**config.mk**
```make
export PLATFORM = sky130hd
export DESIGN_NAME = artnet_dmx_packet_parser
export DESIGN_NICKNAME = d
export VERILOG_FILES = /design/src/hw/rtl/adp_pkg.sv /design/src/hw/rtl/artnet_dmx_packet_parser.sv /design/src/hw/rtl/adp_front.sv /design/src/hw/rtl/adp_queue.sv /design/src/hw/rtl/adp_back.sv
export SDC_FILE = /design/constraint.sdc
export NUM_CORES = 1
export LEC_CHECK = 0
export ABC_AREA = 0
export BUFFER_PORTS_ARGS = -buffer_cell sky130_fd_sc_hd__buf_2
export CAP_MARGIN = 10
export CORE_MARGIN = 4
export CORE_UTILIZATION = 35
export DETAILED_ROUTE_END_ITERATION = 16
export PLACE_DENSITY = 0.6
export REMOVE_ABC_BUFFERS = 1
export SYNTH_ARGS = -nofsm -noshare
export SYNTH_HDL_FRONTEND = slang
export SYNTH_HIERARCHICAL = 1
export SYNTH_SLANG_ARGS = --single-unit
```
**constraint.sdc**
```tcl
create_clock -name clk -period 8.26 [get_ports clk]
set_input_delay 2.065 -clock clk [delete_from_list [all_inputs] [get_ports clk]]
set_output_delay 2.065 -clock clk [all_outputs]
set_load 0.005 [all_outputs]
```
**src/hw/rtl/adp_pkg.sv**
```systemverilog
// Shared types and constants for the Art-Net ArtDmx packet parser.
`default_nettype none
package adp_pkg;

  localparam int unsigned PosW        = 11;
  localparam logic [PosW-1:0] PosMax  = 11'd2047;
  localparam logic [PosW-1:0] DataOffset = 11'd18;
  localparam logic [15:0] MaxChannels = 16'd512;
  localparam logic [15:0] OpDmx       = 16'h5000;
  localparam logic [15:0] OpPoll      = 16'h2000;

  typedef struct packed {
    logic [7:0] byte_value;
    logic       last_byte;
  } item_t;

  typedef struct packed {
    logic        write_valid;
    logic [8:0]  channel;
    logic [7:0]  channel_value;
    logic        packet_done;
    logic [15:0] opcode;
    logic [15:0] universe;
    logic [7:0]  sequence_res;
    logic [15:0] data_length;
    logic [2:0]  status;
  } result_t;

  typedef enum logic [2:0] {
    ST_DMX       = 3'd0,
    ST_ID_BAD    = 3'd1,
    ST_BAD_LEN   = 3'd2,
    ST_POLL      = 3'd3,
    ST_OTHER_OP  = 3'd4,
    ST_TRUNCATED = 3'd5
  } status_t;

  typedef enum logic [3:0] {
    FLD_NONE   = 4'd0,
    FLD_ID     = 4'd1,
    FLD_OP_LO  = 4'd2,
    FLD_OP_HI  = 4'd3,
    FLD_SEQ    = 4'd4,
    FLD_UNI_LO = 4'd5,
    FLD_UNI_HI = 4'd6,
    FLD_LEN_HI = 4'd7,
    FLD_LEN_LO = 4'd8,
    FLD_DATA   = 4'd9
  } field_t;

  // Classified byte handed from front to back.
  typedef struct packed {
    field_t          field;
    logic [7:0]      value;
    logic            id_ok;
    logic [PosW-1:0] data_idx;
    logic            pos_lt9;
    logic            pos_lt17;
    logic            last;
  } cmd_t;

  function automatic logic [7:0] id_byte(input logic [2:0] idx);
    logic [7:0] b;
    unique case (idx)
      3'd0: b = 8'h41;
      3'd1: b = 8'h72;
      3'd2: b = 8'h74;
      3'd3: b = 8'h2d;
      3'd4: b = 8'h4e;
      3'd5: b = 8'h65;
      3'd6: b = 8'h74;
      3'd7: b = 8'h00;
      default: b = 8'h00;
    endcase
    return b;
  endfunction

endpackage
`default_nettype wire

```
**src/hw/rtl/artnet_dmx_packet_parser.sv**
```systemverilog
// Art-Net ArtDmx packet parser: top level.
//
// The item channel takes one UDP payload byte per beat, with last_byte set on
// the final byte of each packet. The result channel gives a beat for each DMX
// channel write (data bytes from offset 18 of an ArtDmx packet whose length is
// 1..512, only those below the stated length) and one beat on the last byte
// carrying the packet summary; a write on the last byte shares that beat.
// Bytes that produce neither give no beat.
// Throughput: one byte per cycle sustained while result_ready stays high. A
// result passes through the queue entry, written at the accepting edge, and
// then the back-end output register, written when the back end pops it.
// The queue of DEPTH entries decouples the two sides: when the receiver stalls
// the back end holds its output register, the queue fills, and item_ready
// drops once DEPTH bytes are waiting.
// Reset clears the byte position, the queue and the output valid; the next
// byte accepted is taken as byte 0 of a packet.
`default_nettype none
module artnet_dmx_packet_parser #(
  parameter int unsigned DEPTH = 4
) (
  input  wire logic             clk,
  input  wire logic             rst,
  input  wire logic             item_valid,
  output logic                  item_ready,
  input  wire adp_pkg::item_t   item,
  output logic                  result_valid,
  input  wire logic             result_ready,
  output adp_pkg::result_t      result
);

  adp_pkg::cmd_t front_cmd;
  adp_pkg::cmd_t back_cmd;
  logic          front_valid;
  logic          front_ready;
  logic          back_valid;
  logic          back_ready;

  adp_front u_front (
    .clk        (clk),
    .rst        (rst),
    .item_valid (item_valid),
    .item_ready (item_ready),
    .item       (item),
    .cmd_valid  (front_valid),
    .cmd_ready  (front_ready),
    .cmd        (front_cmd)
  );

  adp_queue #(
    .DEPTH (DEPTH)
  ) u_queue (
    .clk        (clk),
    .rst        (rst),
    .push_valid (front_valid),
    .push_ready (front_ready),
    .push_data  (front_cmd),
    .pop_valid  (back_valid),
    .pop_ready  (back_ready),
    .pop_data   (back_cmd)
  );

  adp_back u_back (
    .clk          (clk),
    .rst          (rst),
    .cmd_valid    (back_valid),
    .cmd_ready    (back_ready),
    .cmd          (back_cmd),
    .result_valid (result_valid),
    .result_ready (result_ready),
    .result       (result)
  );

endmodule
`default_nettype wire

```
**src/hw/rtl/adp_front.sv**
```systemverilog
// Front end: byte position tracking and per-byte field classification.
`default_nettype none
module adp_front (
  input  wire logic           clk,
  input  wire logic           rst,
  input  wire logic           item_valid,
  output logic                item_ready,
  input  wire adp_pkg::item_t item,
  output logic                cmd_valid,
  input  wire logic           cmd_ready,
  output adp_pkg::cmd_t       cmd
);

  logic [adp_pkg::PosW-1:0] pos;
  logic [adp_pkg::PosW-1:0] pos_next;
  logic                     accept;

  assign item_ready = cmd_ready;
  assign cmd_valid  = item_valid;
  assign accept     = item_valid && cmd_ready;

  always_comb begin
    cmd.value    = item.byte_value;
    cmd.last     = item.last_byte;
    cmd.id_ok    = (item.byte_value == adp_pkg::id_byte(pos[2:0]));
    cmd.pos_lt9  = (pos < 11'd9);
    cmd.pos_lt17 = (pos < 11'd17);
    cmd.data_idx = pos - adp_pkg::DataOffset;
    priority if (pos < 11'd8) begin
      cmd.field = adp_pkg::FLD_ID;
    end else if (pos == 11'd8) begin
      cmd.field = adp_pkg::FLD_OP_LO;
    end else if (pos == 11'd9) begin
      cmd.field = adp_pkg::FLD_OP_HI;
    end else if (pos == 11'd12) begin
      cmd.field = adp_pkg::FLD_SEQ;
    end else if (pos == 11'd14) begin
      cmd.field = adp_pkg::FLD_UNI_LO;
    end else if (pos == 11'd15) begin
      cmd.field = adp_pkg::FLD_UNI_HI;
    end else if (pos == 11'd16) begin
      cmd.field = adp_pkg::FLD_LEN_HI;
    end else if (pos == 11'd17) begin
      cmd.field = adp_pkg::FLD_LEN_LO;
    end else if (pos >= adp_pkg::DataOffset) begin
      cmd.field = adp_pkg::FLD_DATA;
    end else begin
      cmd.field = adp_pkg::FLD_NONE;
    end
  end

  always_comb begin
    pos_next = pos;
    if (accept) begin
      if (item.last_byte) begin
        pos_next = '0;
      end else if (pos != adp_pkg::PosMax) begin
        pos_next = pos + 11'd1;
      end
    end
  end

  always_ff @(posedge clk) begin
    if (rst) begin
      pos <= '0;
    end else begin
      pos <= pos_next;
    end
  end

endmodule
`default_nettype wire

```
**src/hw/rtl/adp_queue.sv**
```systemverilog
// Short register FIFO carrying classified bytes from front to back.
`default_nettype none
module adp_queue #(
  parameter int unsigned DEPTH = 4
) (
  input  wire logic          clk,
  input  wire logic          rst,
  input  wire logic          push_valid,
  output logic               push_ready,
  input  wire adp_pkg::cmd_t push_data,
  output logic               pop_valid,
  input  wire logic          pop_ready,
  output adp_pkg::cmd_t      pop_data
);

  localparam int unsigned PtrW = (DEPTH > 1) ? $clog2(DEPTH) : 1;
  localparam int unsigned CntW = $clog2(DEPTH + 1);
  localparam logic [PtrW-1:0] LastPtr = PtrW'(DEPTH - 1);
  localparam logic [CntW-1:0] Full    = CntW'(DEPTH);

  adp_pkg::cmd_t   entries [DEPTH];
  logic [PtrW-1:0] wr_ptr;
  logic [PtrW-1:0] rd_ptr;
  logic [CntW-1:0] count;
  logic            push;
  logic            pop;

  assign push_ready = (count != Full);
  assign pop_valid  = (count != '0);
  assign push       = push_valid && push_ready;
  assign pop        = pop_valid && pop_ready;
  assign pop_data   = entries[rd_ptr];

  always_ff @(posedge clk) begin
    if (push) begin
      entries[wr_ptr] <= push_data;
    end
  end

  always_ff @(posedge clk) begin
    if (rst) begin
      wr_ptr <= '0;
      rd_ptr <= '0;
      count  <= '0;
    end else begin
      if (push) begin
        wr_ptr <= (wr_ptr == LastPtr) ? '0 : wr_ptr + PtrW'(1);
      end
      if (pop) begin
        rd_ptr <= (rd_ptr == LastPtr) ? '0 : rd_ptr + PtrW'(1);
      end
      unique case ({push, pop})
        2'b10:   count <= count + CntW'(1);
        2'b01:   count <= count - CntW'(1);
        default: count <= count;
      endcase
    end
  end

endmodule
`default_nettype wire

```
**src/hw/rtl/adp_back.sv**
```systemverilog
// Back end: header capture, channel write decision, summary and output register.
`default_nettype none
module adp_back (
  input  wire logic              clk,
  input  wire logic              rst,
  input  wire logic              cmd_valid,
  output logic                   cmd_ready,
  input  wire adp_pkg::cmd_t     cmd,
  output logic                   result_valid,
  input  wire logic              result_ready,
  output adp_pkg::result_t       result
);

  logic        id_matched, id_matched_next;
  logic [15:0] opcode_reg, opcode_next;
  logic [7:0]  sequence_reg, sequence_next;
  logic [15:0] universe_reg, universe_next;
  logic [15:0] length_reg, length_next;
  logic        pop;
  logic        len_ok;
  logic        wr;
  logic        hdr;
  adp_pkg::status_t st;
  adp_pkg::result_t res_next;

  assign cmd_ready = !result_valid || result_ready;
  assign pop       = cmd_valid && cmd_ready;

  always_comb begin
    id_matched_next = id_matched;
    opcode_next     = opcode_reg;
    sequence_next   = sequence_reg;
    universe_next   = universe_reg;
    length_next     = length_reg;
    unique case (cmd.field)
      adp_pkg::FLD_ID:     id_matched_next = id_matched && cmd.id_ok;
      adp_pkg::FLD_OP_LO:  opcode_next     = {opcode_reg[15:8], cmd.value};
      adp_pkg::FLD_OP_HI:  opcode_next     = {cmd.value, opcode_reg[7:0]};
      adp_pkg::FLD_SEQ:    sequence_next   = cmd.value;
      adp_pkg::FLD_UNI_LO: universe_next   = {universe_reg[15:8], cmd.value};
      adp_pkg::FLD_UNI_HI: universe_next   = {cmd.value, universe_reg[7:0]};
      adp_pkg::FLD_LEN_HI: length_next     = {cmd.value, length_reg[7:0]};
      adp_pkg::FLD_LEN_LO: length_next     = {length_reg[15:8], cmd.value};
      default: ;
    endcase
  end

  assign len_ok = (length_next != 16'd0) && (length_next <= adp_pkg::MaxChannels);
  assign wr = (cmd.field == adp_pkg::FLD_DATA) && id_matched && len_ok &&
              (opcode_reg == adp_pkg::OpDmx) &&
              ({{(16 - adp_pkg::PosW){1'b0}}, cmd.data_idx} < length_reg);

  always_comb begin
    hdr = 1'b0;
    priority if (!id_matched_next) begin
      st = adp_pkg::ST_ID_BAD;
    end else if (cmd.pos_lt9) begin
      st = adp_pkg::ST_TRUNCATED;
    end else if (opcode_next == adp_pkg::OpDmx) begin
      if (cmd.pos_lt17) begin
        st = adp_pkg::ST_TRUNCATED;
      end else begin
        hdr = 1'b1;
        st  = len_ok ? adp_pkg::ST_DMX : adp_pkg::ST_BAD_LEN;
      end
    end else if (opcode_next == adp_pkg::OpPoll) begin
      st = adp_pkg::ST_POLL;
    end else begin
      st = adp_pkg::ST_OTHER_OP;
    end
  end

  always_comb begin
    res_next               = '0;
    res_next.write_valid   = wr;
    res_next.channel       = wr ? cmd.data_idx[8:0] : 9'd0;
    res_next.channel_value = wr ? cmd.value : 8'd0;
    if (cmd.last) begin
      res_next.packet_done = 1'b1;
      res_next.opcode      = (id_matched_next && !cmd.pos_lt9) ? opcode_next : 16'd0;
      res_next.universe    = hdr ? universe_next : 16'd0;
      res_next.sequence_res = hdr ? sequence_next : 8'd0;
      res_next.data_length = hdr ? length_next : 16'd0;
      res_next.status      = st;
    end
  end

  always_ff @(posedge clk) begin
    if (rst) begin
      id_matched   <= 1'b1;
      opcode_reg   <= '0;
      sequence_reg <= '0;
      universe_reg <= '0;
      length_reg   <= '0;
    end else if (pop) begin
      if (cmd.last) begin
        id_matched   <= 1'b1;
        opcode_reg   <= '0;
        sequence_reg <= '0;
        universe_reg <= '0;
        length_reg   <= '0;
      end else begin
        id_matched   <= id_matched_next;
        opcode_reg   <= opcode_next;
        sequence_reg <= sequence_next;
        universe_reg <= universe_next;
        length_reg   <= length_next;
      end
    end
  end

  always_ff @(posedge clk) begin
    if (rst) begin
      result_valid <= 1'b0;
    end else if (pop) begin
      result_valid <= wr || cmd.last;
    end else if (result_ready) begin
      result_valid <= 1'b0;
    end
  end

  always_ff @(posedge clk) begin
    if (pop) begin
      result <= res_next;
    end
  end

endmodule
`default_nettype wire
```
==> flow_metrics.tcl, run 1 <==
set metrics [dict create \
    nFillCells 3290 \
    crit_path_top_delay_cell "mux4_2" \
    synth-edff-count 186 \
    wl_per_cell_microns 18.6 \
    fin_crit_ns 4.13 \
    yosysMostFrequentCell "edfxtp_1" \
    cts_setup_buffers 0 \
    area_growth_pct 12.5 \
    crit_path_end "u_back/result[61]$_SDFFCE_PN0P_" \
    antenna_left 0 \
    fmax_mhz 242 \
    grt_pass1_vias 7727 \
    pin_count 93 \
    numCtsBuffers 29 \
    crit_fanout 22 \
    grt.overflow.total 0 \
    fin_crit_sh_pct 50.0 \
    netlist_area_sq_um 12300 \
    synth_common_cells "edfxtp_1 (186), nand2_1 (132), nor2_1 (105)" \
    finalHoldViolations 0 \
    worst_pin_slew_ns 0.965 \
    dr.first_iter.drc_count 732 \
    synthDistinctLibCells 80 \
    dpl.hpwl_microns 19100 \
    wl_microns 28900 \
    r2r_end "u_back/result[61]$_SDFFCE_PN0P_" \
    setup_slack_ns 4.13 \
    reg2reg_depth 8 \
    power_leakage_nw 4.53 \
    cts_sinks 271 \
    ctsResizeCount 0 \
    dr.pass1.iters 7 \
    top_register "u_queue/entries" \
    cp_num_buf_inv 2 \
    top_regs "u_queue/entries (108), u_back/result (78)" \
    ys_ff_latch 271 \
    cts_root_buffer "clkbuf_16" \
    slew_violations 0 \
    synthFlopType "edfxtp_1" \
    async_flop_share_pct 0 \
    antenna_found_initial 2 \
    dr_total_vias 8131 \
    crit_required_ns 8.54 \
    rows 68 \
    worst-path-stages 8 \
    grt_max_degree 75 \
    fp.dieW_microns 196 \
    synth.avg_cell_area_sq_um 12.2 \
    io_buffers 92 \
    hp-class "flip-flop to flip-flop" \
    rsz0062_at_grt "false" \
    yosys_warnings 6 \
    path_delay_family "simple AND/OR/NAND/NOR gates" \
    post_dp_cell_area_sq_um 12900 \
    routed_via_density 5.25 \
    final_area_sq_um 13900 \
    clk_latency_ns 0.54 \
    yosys.area.top_type "edfxtp_1" \
    hold_buffers 0 \
    setup_viol 0 \
    netlist_instances 1008 \
    synth_top_area_share_pct 45.3 \
    end_kind "flip-flop" \
    cts_max_level 1 \
    cpMostUsedCell "buf_4" \
    grt_pass1_wl_microns 45200 \
    worst_ep_arrival_time_ns 4.41 \
    synth_area_leaders "edfxtp_1 (45%), dfxtp_1 (14%), mux4_2 (4.9%)" \
    fin_setup_tns_ns 0 \
    clock_path_buffers 3 \
    largest_reg_flops 108 \
    finalPower_mw 4.41 \
    slew_headroom_pct 35.2 \
    drv_cap 0 \
    fin_worst_skew_ns 0.0223 \
    status "finished, final reports clean" \
    gp_congestion 0.819 \
    rrSetupSlack_ns 4.13 \
    clkTransAtPathRegs_ns 0.06 \
    ys_seq_area_share_pct 59.2 \
    power_density_nw_per_um2 318 \
    pre_cts_slack_ns 3.58 \
    cts_tree "yes" \
    drc 0 \
    crit_type "flip-flop to flip-flop" \
    drive_gt1_share_pct 22.3 \
    track_usage_pct 14.6 \
    start_kind "flip-flop" \
    worstPathCellList "buf_4 -> mux4_2 -> nand4b_1 -> or2_2 -> o31ai_1 -> mux2i_2 -> buf_4 -> nor4_1" \
    nNetsFinal 1113 \
    core_sq_um 34600 \
    dieArea_sq_um 38300 \
    die_h_microns 196 \
    crit_path_max_incr_delay_ns 0.69 \
    start_util_pct 35.6 \
    irDropWorstVdd_mv 0.171 \
]
[stage by stage]
| step | util (%) | hold slack (ns) | instances |
|---|---|---|---|
| finish | 40.0 | 0.497 | 1548 |
| floorplan | - | 0.456 | 940 |
| detailed placement | 37.2 | 0.483 | 1494 |
| global placement | 37.2 | 0.473 | 1494 |
| global route | 40.0 | 0.510 | 1547 |
| CTS | 40.0 | 0.492 | 1547 |
[kinds of logic (layout without fill, tap and decap cells)]
logic type | count (synthesis) | count (layout) | share of synthesized area (%)
AOI/OAI and AO/OA | 185 | 185 | 10.9
muxes | 34 | 34 | 5.63
xor gates and xnor gates | 21 | 21 | 1.49
DFF | 271 | 271 | 59.2
other | 0 | 1 | 0
adders and majority gates | 30 | 30 | 3.11
and+or+nand+nor | 352 | 352 | 14.0
buffers and inverters | 115 | 199 | 5.72
[layout make-up]
type / count / area [sq um] / share of cell area, %
diodes: 1 / 2.50 / 0.0181
clock buffers: 40 / 798 / 5.76
clock inverters: 13 / 164 / 1.18
inverters: 47 / 178 / 1.28
multi-input cells: 622 / 4340 / 31.3
flip-flops and latches: 271 / 7290 / 52.6
well taps: 455 / 569 / 4.11
repair buffers: 99 / 513 / 3.70
[power by group]
| part | internal, mW | leakage, nW | switching, mW |
|---|---|---|---|
| combinational | 0.379 | 1.74 | 0.848 |
| clock | 0.796 | 0.468 | 0.510 |
| sequential | 1.77 | 2.32 | 0.103 |
| total | 2.95 | 4.53 | 1.46 |
[worst min-delay path by stage]
stage | start | slack (ns) | cells past startpoint | end
CTS | u_queue/rd_ptr[0]$_SDFFE_PP0P_ | 0.49 | 2 | flip-flop
global placement | u_queue/rd_ptr[0]$_SDFFE_PP0P_ | 0.47 | 2 | flip-flop
detailed placement | u_queue/rd_ptr[0]$_SDFFE_PP0P_ | 0.48 | 2 | flip-flop
finish | u_queue/rd_ptr[0]$_SDFFE_PP0P_ | 0.50 | 2 | flip-flop
global route | u_queue/rd_ptr[0]$_SDFFE_PP0P_ | 0.51 | 2 | flip-flop
floorplan | u_queue/rd_ptr[0]$_SDFFE_PP0P_ | 0.46 | 2 | flip-flop
[layer usage]
layer  routed length (microns)  global-route usage (%)  vias to the layer above
li1                          -                       -                     3817
met1                     13100                    21.2                     3987
met2                     13300                    23.1                      281
met3                      1910                    2.71                       44
met4                       500                    3.08                        2
met5                        13                       0                        -
[tightest hold or removal path, cell delays in order, from the launching register on]
cell     delay (ns)
dfxtp_1        0.32
nand2_1        0.06
a21oi_1        0.07
[placed cells by master, fill, tap and decap left out, drive strengths merged, types with 10 or more instances in the layout]
cell	instances
a21oi	75
a22oi	56
buf	99
clkbuf	40
dfxtp	85
edfxtp	186
ha	29
inv	46
mux4	27
nand2	134
nand2b	11
nor2	105
nor4	36
o21ai	22
or3	10
xnor2	14
No activity file was read; power rests on OpenSTA's default activity.
==> inputs of run 2 (changes only) <==
clock period = 4.2 ns   (was 8.26 ns; I/O delays follow)
==> run 2 against run 1 <==
  * Utilization rose by 0.60 points
  * Cell area rose by 1.5%
  * Sequential power increased by 97%
  * Routed wire length increased by 2.8%
  * Highest routed layer is now met4
==> flow_metrics.tcl, run 2 (same netlist as run 1, synthesis figures left out) <==
set metrics [dict create \
    status "finished, final reports clean" \
    dr_total_vias 8096 \
    rsz0062_at_grt "false" \
    reg2reg_depth 8 \
    worst_pin_slew_ns 1.05 \
    ctsResizeCount 0 \
    fp.dieW_microns 196 \
    cts_max_level 1 \
    irDropWorstVdd_mv 0.345 \
    worst-path-stages 8 \
    crit_fanout 40 \
    fin_crit_ns 3.61 \
    setup_viol 0 \
    dr.pass1.iters 5 \
    area_growth_pct 14.1 \
    start_util_pct 35.6 \
    final_area_sq_um 14100 \
    power_leakage_nw 4.67 \
    slew_headroom_pct 30.0 \
    io_buffers 92 \
    drv_cap 0 \
    nFillCells 3280 \
    layout_commonest_cell "edfxtp_1" \
    start_kind "flip-flop" \
    grt_max_degree 65 \
    crit_path_end "u_back/result[35]$_SDFFCE_PN0P_" \
    dpl.hpwl_microns 19800 \
    top_regs "u_queue/entries (108), u_back/result (78)" \
    drc 0 \
    nNetsFinal 1134 \
    rows 68 \
    cts_root_buffer "clkbuf_16" \
    cts_sinks 271 \
    clkTransAtPathRegs_ns 0.06 \
    clk_latency_ns 0.55 \
    top_register "u_queue/entries" \
    clock_path_buffers 3 \
    fmax_mhz 277 \
    antenna_left 0 \
    dr.first_iter.drc_count 610 \
    rrSetupSlack_ns 0.59 \
    antenna_found_initial 0 \
    fin_crit_sh_pct 86.0 \
    worst_ep_arrival_time_ns 4.00 \
    track_usage_pct 15.1 \
    wl_microns 29700 \
    hp-class "flip-flop to flip-flop" \
    drive_gt1_share_pct 23.9 \
    worstPathCellList "buf_4 -> mux4_2 -> and4bb_4 -> mux2i_1 -> nand2b_4 -> or3_2 -> buf_4 -> a21oi_2" \
    routed_via_density 5.16 \
    cts_tree "yes" \
    largest_reg_flops 108 \
    gp_congestion 0.814 \
    crit_path_top_delay_cell "dfxtp_2" \
    min_from "u_queue/rd_ptr[0]$_SDFFE_PP0P_" \
    end_kind "flip-flop" \
    crit_required_ns 4.59 \
    crit_type "flip-flop to flip-flop" \
    seqCellArea_sq_um 7290 \
    grt.overflow.total 0 \
    fin_worst_skew_ns 0.0219 \
    power_density_nw_per_um2 637 \
    final_util_pct 40.6 \
    cpMostUsedCell "buf_4" \
    crit_path_max_incr_delay_ns 0.69 \
    r2r_end "u_back/result[35]$_SDFFCE_PN0P_" \
    grt_pass1_vias 8054 \
    finalHoldViolations 0 \
    layout_common_cells "edfxtp_1 (186), nand2_1 (132), nor2_1 (105), buf_2 (92), dfxtp_1 (84)" \
    cp_num_buf_inv 2 \
    post_dp_cell_area_sq_um 13000 \
    path_delay_family "simple AND/OR/NAND/NOR gates" \
    cts_setup_buffers 0 \
    dieArea_sq_um 38300 \
    wl_per_cell_microns 18.9 \
    numCtsBuffers 29 \
    grt_pass1_wl_microns 46400 \
    hold_buffers 0 \
    antenna_cells 0 \
    pin_count 93 \
    slew_violations 0 \
    die_h_microns 196 \
    multiInputGateArea_sq_um 4340 \
    core_sq_um 34600 \
]
==> run 2: cell count changes in the layout (fill, tap and decap cells not counted), sizes merged <==
cell	change
buf	+21
bufinv	+2
clkbuf	-5
clkinv	+3
clkinvlp	-1
diode	-1
inv	+1
==> run 2: final cells by class <==
type,count,area share [%]
clock buffer,35,5.54
clock inverter,18,1.68
inverter,47,1.26
multi-input combinational,622,30.9
sequential,271,51.8
tap,455,4.05
timing repair buffer,120,4.77
==> run 2: how the worst min path moves through the flow <==
stage	endpoint	cells after the start
6_report	flip-flop	2
5_1_grt	u_back/universe_reg[3]$_SDFFE_PP0P_	2
4_1_cts	flip-flop	2
3_5_place_dp	flip-flop	2
3_3_place_gp	flip-flop	2
2_1_floorplan	flip-flop	2
==> run 2: report_power, final <==
group	switching (mW)	internal [mW]	leakage, nW
Combinational	1.70	0.840	1.84
Sequential	0.229	3.48	2.32
Clock	1.02	1.68	0.501
==> run 2: metal layers <==
metal	part of all wire, %	track usage (%)
met1	45	21.2
met2	46	24.3
met3	6.1	2.48
met4	3.0	4.40
met5	0	0
==> run 2: worst reg2reg max path, delay by kind of cell, from the launching register on <==
| family | cells | cell delay [ns] |
|---|---|---|
| simple gates | 3 | 0.98 |
| buf+inv | 2 | 0.59 |
| compound gates | 1 | 0.25 |
| mux | 2 | 0.96 |
| flops | 1 | 0.69 |
==> run 2: per-stage QoR <==
step	hold WS, ns	total power [mW]	TNS (ns)	setup WS [ns]	cells
final	0.496	8.96	0	0.588	1568
after global routing	0.543	9.41	0	0.329	1568
after CTS	0.501	9.04	0	0.559	1568
after detailed placement	0.484	6.33	0	0.575	1515
after global placement	0.472	6.31	0	0.611	1515
after floorplan	0.456	5.02	-36.03	-0.840	940
==> inputs of run 3 (changes only) <==
CELL_PAD_IN_SITES_DETAIL_PLACEMENT = 0   (was not set)
CELL_PAD_IN_SITES_GLOBAL_PLACEMENT = 1   (was not set)
PLACE_DENSITY = 0.69   (was 0.6)
SLEW_MARGIN = 25   (was not set)
==> run 3 against run 2 <==
  * Via count rose by 0.43%
  * Count of clock-buffer cells in the layout rose by 13
  * Die area unchanged
  * Sequential share of layout area up 0.69 points
  * Flip-flop and latch count unchanged
  * Global-route usage up 0.098 points
  * Cell area shrank 1.3%
  * Clock skew grew 0.010 ns
  * Critical path type unchanged
  * Largest cell class unchanged
  * Largest power group unchanged
==> flow_metrics.tcl, run 3 (same netlist as run 1, synthesis figures left out) <==
set metrics [dict create \
    reg2reg_depth 8 \
    worst_pin_slew_ns 1.04 \
    nNetsFinal 1126 \
    cts_tree "yes" \
    largest_reg_flops 108 \
    status "finished, final reports clean" \
    crit_path_max_incr_delay_ns 0.79 \
    layout_common_cells "edfxtp_1 (186), nand2_1 (132), nor2_1 (105), buf_2 (92), dfxtp_1 (84)" \
    start_kind "flip-flop" \
    nFillCells 3316 \
    worstPathCellList "buf_4 -> mux4_2 -> or4b_1 -> nor4_1 -> o22ai_1 -> mux2i_2 -> buf_4 -> o41ai_1" \
    power_leakage_nw 4.56 \
    clock_path_buffers 3 \
    slew_violations 0 \
    setup_viol 0 \
    cts_max_level 1 \
    antenna_found_initial 0 \
    min_from "u_queue/rd_ptr[0]$_SDFFE_PP0P_" \
    area_growth_pct 12.6 \
    grt_max_degree 64 \
    fin_crit_sh_pct 84.6 \
    worst_ep_arrival_time_ns 3.97 \
    clkTransAtPathRegs_ns 0.06 \
    rrSetupSlack_ns 0.65 \
    routed_via_density 5.21 \
    fp.dieW_microns 196 \
    hp-class "flip-flop to flip-flop" \
    slew_headroom_pct 30.6 \
    grt_pass1_vias 7954 \
    cts_root_buffer "clkbuf_16" \
    rsz0062_at_grt "false" \
    crit_required_ns 4.62 \
    final_util_pct 40.1 \
    r2r_end "u_back/result_valid$_SDFFE_PP0P_" \
    track_usage_pct 15.2 \
    top_register "u_queue/entries" \
    end_kind "flip-flop" \
    dp_cells 1507 \
    layout_commonest_cell "edfxtp_1" \
    numCtsBuffers 29 \
    irDropWorstVdd_mv 0.355 \
    rows 68 \
    core_sq_um 34600 \
    start_util_pct 35.6 \
    hold_buffers 0 \
    drv_cap 0 \
    cts_sinks 271 \
    cts_setup_buffers 0 \
    drc 0 \
    antenna_cells 0 \
    grt.overflow.total 0 \
    dr.first_iter.drc_count 580 \
    crit_type "flip-flop to flip-flop" \
    fin_setup_tns_ns 0 \
    antenna_left 0 \
    ctsResizeCount 0 \
    clk_latency_ns 0.55 \
    gp_congestion 0.815 \
    cpMostUsedCell "buf_4" \
    drive_gt1_share_pct 23.0 \
    dpl.hpwl_microns 20300 \
    finalHoldViolations 0 \
    crit_path_top_delay_cell "or4b_1" \
    io_buffers 92 \
    die_h_microns 196 \
    top_regs "u_queue/entries (108), u_back/result (78)" \
    dr.pass1.iters 5 \
    stdcell_count 1560 \
    wl_per_cell_microns 19.5 \
    dr_total_vias 8131 \
    fmax_mhz 282 \
    wl_microns 30500 \
    power_density_nw_per_um2 620 \
    crit_fanout 20 \
    holdPathStages 2 \
    pin_count 93 \
    fin_crit_ns 3.55 \
    grt_pass1_wl_microns 46700 \
    fin_worst_skew_ns 0.0323 \
    dieArea_sq_um 38300 \
]
## run 3: cell count changes in the layout (fill, tap and decap cells not counted)
cell / delta
clkinv_4: +1
clkbuf_8: +3
bufinv_16: -6
buf_4: -8
clkbuf_1: +10
inv_4: +1
inv_6: -1
clkinvlp_4: +1
clkinv_2: -3
clkinv_1: -6
## run 3: area by class of cell
class                      count  area, sq um  share of cell area [%]
sequential                   271         7290                    52.5
multi-input combinational    622         4340                    31.3
clock buffer                  48          857                    6.18
timing repair buffer         112          611                    4.40
tap                          455          569                    4.10
inverter                      47          178                    1.28
clock inverter                 5         32.5                   0.234
## run 3: stage by stage
step | hold slack, ns | setup slack (ns) | instance area, sq um | power, mW
floorplan | 0.456 | -0.840 | 11800 | 5.02
global placement | 0.487 | 0.472 | 13000 | 6.30
detailed placement | 0.486 | 0.598 | 13000 | 6.31
CTS | 0.503 | 0.601 | 13900 | 8.69
global route | 0.531 | 0.342 | 13900 | 9.02
finish | 0.505 | 0.648 | 13900 | 8.60
## run 3: per-layer routing
layer  routed length (microns)  vias to the layer above  track usage (%)  share of wire (%)
li1                          -                     3827                -                  -
met4                       562                        0             3.18                1.8
met5                         0                        -                0                  0
met1                     13700                     4011             21.7                 45
met2                     14500                      255             24.8                 47
met3                      1780                       38             2.29                5.8
## run 3: critical path, delay by kind of cell (launching register included)
| kind | cells | cell delay [ns] |
|---|---|---|
| flip-flops | 1 | 0.59 |
| AND/OR/NAND/NOR | 2 | 1.08 |
| multiplexers | 2 | 0.66 |
| buffers and inverters | 2 | 0.55 |
| AO/OA/AOI/OAI | 2 | 0.56 |
## run 3: report_power, final
group	switching, mW	total [mW]	internal, mW
Clock	0.987	2.37	1.38
Combinational	1.72	2.51	0.793
Sequential	0.231	3.72	3.49
Total	2.94	8.60	5.66
## run 3: worst max path at each step
stage	startpoint	to	slack [ns]	cells after the start
3_3_place_gp	flip-flop	u_back/result_valid$_SDFFE_PP0P_	0.47	8
2_1_floorplan	flip-flop	u_back/result[10]$_SDFFCE_PN0P_	-0.84	6
4_1_cts	flip-flop	u_back/result_valid$_SDFFE_PP0P_	0.60	8
3_5_place_dp	flip-flop	u_back/result[69]$_SDFFCE_PN0P_	0.60	8
6_report	flip-flop	u_back/result_valid$_SDFFE_PP0P_	0.65	8
5_1_grt	flip-flop	u_back/result[68]$_SDFFCE_PN0P_	0.34	8
